==> src/rtl/core/olas_pkg.sv <==
// ----------------------------------------------------------------------------
// olas_pkg: overstrike line assembler shared definitions
// Widths, character codes, payload types, controller states and the
// command and status groups between controller and datapath.
// ----------------------------------------------------------------------------
package olas_pkg;

  localparam int LINE_CELLS_DEF = 1024;
  localparam int TAB_W          = 7;
  localparam int LEN_W          = 11;
  localparam int COL_W          = 10;

  localparam logic [TAB_W-1:0] TAB_RESET = 7'd8;

  localparam logic [7:0] CH_BS         = 8'd8;
  localparam logic [7:0] CH_TAB        = 8'd9;
  localparam logic [7:0] CH_NL         = 8'd10;
  localparam logic [7:0] CH_CR         = 8'd13;
  localparam logic [7:0] CH_SPACE      = 8'd32;
  localparam logic [7:0] CH_UNDERSCORE = 8'd95;

  localparam logic [1:0] ATTR_BOLD  = 2'b01;
  localparam logic [1:0] ATTR_ULINE = 2'b10;

  typedef struct packed {
    logic             op;
    logic [7:0]       char_code;
    logic [COL_W-1:0] column;
  } in_item_t;

  typedef struct packed {
    logic [7:0]       cell_char;
    logic             bold;
    logic             underline;
    logic [LEN_W-1:0] line_length;
    logic [LEN_W-1:0] cursor_pos;
    logic             line_done;
    logic             too_long;
  } out_item_t;

  typedef enum logic [2:0] {
    ST_IDLE,
    ST_CHAR,
    ST_DIV,
    ST_TCHK,
    ST_FILL,
    ST_FIN
  } state_t;

  typedef enum logic [1:0] {
    CLS_READ,
    CLS_TAB,
    CLS_CHAR,
    CLS_MOVE
  } item_cls_t;

  typedef struct packed {
    logic accept;
    logic div_step;
    logic tab_check;
    logic fill_step;
    logic char_write;
    logic load_out;
  } dp_cmd_t;

  typedef struct packed {
    item_cls_t cls;
    logic      at_end;
    logic      div_last;
    logic      tab_over;
    logic      fill_last;
  } dp_sts_t;

endpackage

==> src/rtl/core/olas_ctrl.sv <==
// ----------------------------------------------------------------------------
// olas_ctrl: overstrike line assembler controller
// Sequences one word at a time through decode, remainder, tab fill, cell
// update and result hand-off; owns the result valid flag.
// ----------------------------------------------------------------------------
module olas_ctrl (
  input  logic              clk,
  input  logic              rst_n,
  input  logic              in_valid,
  output logic              in_ready,
  input  logic              out_ready,
  output logic              out_valid,
  input  olas_pkg::dp_sts_t sts,
  output olas_pkg::dp_cmd_t cmd
);

  olas_pkg::state_t state_r, state_nxt;
  logic             out_valid_r, out_valid_nxt;

  always_ff @(posedge clk) begin
    if (!rst_n) begin
      state_r     <= olas_pkg::ST_IDLE;
      out_valid_r <= 1'b0;
    end else begin
      state_r     <= state_nxt;
      out_valid_r <= out_valid_nxt;
    end
  end

  always_comb begin
    state_nxt = state_r;
    cmd       = '0;
    in_ready  = 1'b0;
    case (state_r)
      olas_pkg::ST_IDLE: begin
        in_ready   = 1'b1;
        cmd.accept = in_valid;
        if (in_valid) begin
          case (sts.cls)
            olas_pkg::CLS_TAB:  state_nxt = olas_pkg::ST_DIV;
            olas_pkg::CLS_CHAR: state_nxt = sts.at_end ? olas_pkg::ST_FIN : olas_pkg::ST_CHAR;
            default:            state_nxt = olas_pkg::ST_FIN;
          endcase
        end
      end
      olas_pkg::ST_DIV: begin
        cmd.div_step = 1'b1;
        if (sts.div_last) begin
          state_nxt = olas_pkg::ST_TCHK;
        end
      end
      olas_pkg::ST_TCHK: begin
        cmd.tab_check = 1'b1;
        state_nxt     = sts.tab_over ? olas_pkg::ST_FIN : olas_pkg::ST_FILL;
      end
      olas_pkg::ST_FILL: begin
        cmd.fill_step = 1'b1;
        if (sts.fill_last) begin
          state_nxt = olas_pkg::ST_FIN;
        end
      end
      olas_pkg::ST_CHAR: begin
        cmd.char_write = 1'b1;
        state_nxt      = olas_pkg::ST_FIN;
      end
      olas_pkg::ST_FIN: begin
        if (!out_valid_r || out_ready) begin
          cmd.load_out = 1'b1;
          state_nxt    = olas_pkg::ST_IDLE;
        end
      end
      default: begin
        state_nxt = olas_pkg::ST_IDLE;
      end
    endcase
  end

  always_comb begin
    out_valid_nxt = out_valid_r;
    if (cmd.load_out) begin
      out_valid_nxt = 1'b1;
    end else if (out_ready) begin
      out_valid_nxt = 1'b0;
    end
  end

  assign out_valid = out_valid_r;

endmodule

==> config.mk <==
export PLATFORM = sky130hd
export DESIGN_NAME = olas_ctrl
export DESIGN_NICKNAME = d
export VERILOG_FILES = /design/src/rtl/core/olas_pkg.sv /design/src/rtl/core/olas_ctrl.sv
export SDC_FILE = /design/constraint.sdc
export NUM_CORES = 1
export LEC_CHECK = 0
export BUFFER_PORTS_ARGS = -buffer_cell sky130_fd_sc_hd__buf_4
export CORE_MARGIN = 2
export CORE_UTILIZATION = 26
export DETAILED_ROUTE_END_ITERATION = 16
export PLACE_DENSITY = 0.57
export SLEW_MARGIN = 10
export SYNTH_ARGS = -nofsm -noshare
export SYNTH_HDL_FRONTEND = slang
export SYNTH_SLANG_ARGS = --single-unit
==> constraint.sdc <==
create_clock -name clk -period 1.33 [get_ports clk]
set_input_delay 0.0665 -clock clk [delete_from_list [all_inputs] [get_ports clk]]
set_output_delay 0.0665 -clock clk [all_outputs]
set_load 0.03 [all_outputs]
==> flow_metrics.tcl <==
set metrics [dict create \
    outcome "completed" \
    p_leak_nw 0.2430 \
    final_common_cell "buf_4" \
    yosys.cell_types.count 25 \
    final_nets 72 \
    grt.overflow.total 0 \
    antenna_left 0 \
    grt.busiest_layer "met2" \
    async_flop_share_pct 0 \
    yosysWarnings 0 \
    cts_max_path_buffers 2 \
    powerDensity_nw_per_um2 1400 \
    crit_buf_inv 2 \
    crit_required_ps 1260 \
    antenna_found_initial 0 \
    gp_congestion 0.7022 \
    period_share_pct 96.39 \
    cts_sinks 4 \
    cts_buffers 3 \
    hp-class "in2reg" \
    worst_path_max_delay_cell "dfxtp_4" \
    endpoint_kind "output port" \
    num_antenna_cells 0 \
    io_buffers 17 \
    root_buffer "clkbuf_4" \
    drive_gt1_share_pct 56.67 \
    most-common-layout-cells "buf_4 (20), nor2b_1 (5), clkbuf_4 (3)" \
    gr-usage-met2_pct 13.89 \
    crit_path_max_fanout 7 \
    core-area_um2 1269 \
    syn_area_um2 344.1 \
    grtUsageMet1_pct 13.53 \
    finalPower_uw 758.4 \
    synth_seq_area_share_pct 23.27 \
    crit_arrival_ps 1220 \
    die_y_um 40.38 \
    cts_tree "yes" \
    pin_count 18 \
    startpoint_type "register" \
    rows 13 \
    htreeDepth 1 \
    crit_chain "buf_8 -> nor3_4 -> and2_4 -> buf_6" \
    use_met3_pct 1.667 \
    finalClockSkew_ps 0.6246 \
    track_usage_pct 10.01 \
    slew_headroom_pct 77.60 \
    fin_crit_ps 1282 \
    die_width_um 40.38 \
    synthCells 39 \
    path_delay_family "simple AND/OR/NAND/NOR gates" \
    die-area_um2 1631 \
    path_class "reg2out" \
    synth_nets 49 \
    start_util_pct 27.12 \
    vias_per_cell 4.587 \
    ys_seq_elements 4 \
    hold_violations 0 \
    drt_wl_total_um 781 \
    synthFlopType "dfxtp_1" \
    setup_viol 0 \
    routed-via-count 344 \
    rsz0062_at_grt "no" \
    synth_edf_count 0 \
    hpwlAfterDp_um 585.7 \
    r2r_cells 5 \
    crit_cells 4 \
    finalSetupTns_ps 0 \
    drc 0 \
    first_pass_iters 4 \
    wl_per_cell_um 10.41 \
    grt_first_pass_wirelength_um 1069 \
    slew_viol_final 0 \
    clock_latency_ps 240 \
    grt_max_degree 12 \
    syn2layout_area_growth_pct 57.45 \
    clkSlewWorstSetupHoldPaths_ps 40 \
    crit_path_max_incr_delay_ps 340 \
    worstMarginPinSlew_ps 331.3 \
    first_global_vias 265 \
    fmax_mhz 780.1 \
    max_cap_viol_count 0 \
    min_path_cells 2 \
    syn_area_per_cell_um2 8.823 \
    peakVddDrop_v 0.0003505 \
    drt_iter0_drc 3 \
]
-- registers in the layout, summed over array words and instances (netlist names) --
name and count:
out_valid 1, state_r 3
-- synthesized netlist by cell type (2+ instances only) --
library cell / number / area, um^2
dfxtp_1: 4 / 80.08
nand2_1: 2 / 7.510
nor4b_1: 2 / 17.52
nor2b_1: 5 / 31.28
nor3b_1: 2 / 15.01
nor3_2: 2 / 20.02
nor2_1: 2 / 7.510
mux2i_1: 2 / 20.02
and2_1: 2 / 12.51
-- logic make-up (layout without fill, tap and decap cells) --
group	Yosys count	count (layout)	share of synthesized area, %
muxes	2	2	5.818
and+or+nand+nor	22	22	44.73
AOI/OAI and AO/OA	7	7	14.91
DFF	4	4	23.27
buffers and inverters	4	25	11.27
-- path summary, 6_finish.rpt --
check / start / endpoint / slack [ps]
max: state_r[2]$_SDFFE_PN0P_ / cmd[5] / 50
min: rst_n / state_r[0]$_SDFFE_PN0P_ / 70
max reg2reg: state_r[2]$_SDFFE_PN0P_ / state_r[0]$_SDFFE_PN0P_ / 80
min reg2reg: state_r[2]$_SDFFE_PN0P_ / state_r[2]$_SDFFE_PN0P_ / 490
-- where the power goes --
group | internal (mW) | switching (mW)
registers | 0.147 | 0.0393
logic | 0.204 | 0.206
clock network | 0.102 | 0.0599
-- routing by layer --
| layer | up-vias | share of wire, % |
|---|---|---|
| met5 | - | 0 |
| met4 | 0 | 3.1 |
| met3 | 3 | 8.3 |
| met2 | 15 | 44 |
| met1 | 143 | 44 |
| li1 | 183 | - |
-- metrics by stage --
step	hold WS, ps	std cells	instance area, um^2	setup WS, ps	util (%)
after CTS	77.40	73	509.2	16.40	40.14
final	72.90	75	541.8	48.05	42.70
after floorplan	194.7	39	355.3	25.40	-
after detailed placement	323.9	70	485.5	53.69	38.26
after global routing	84.08	75	541.8	0.6871	42.70
after global placement	326.6	70	485.5	81.59	38.26
-- layout make-up --
cell class	instances	area, um^2
clock buffers	3	22.52
fillers	132	726.9
multi-input cells	31	239.0
flip-flops and latches	4	85.08
well taps	15	18.77
repair buffers	22	176.4
-- timing repair --
item	CTS	global route
gates resized for setup	1	6
endpoints found under the setup margin	3	2
setup buffers	0	2
pin swaps	0	2
hold buffers	0	0
No activity file was read; power rests on OpenSTA's default activity.
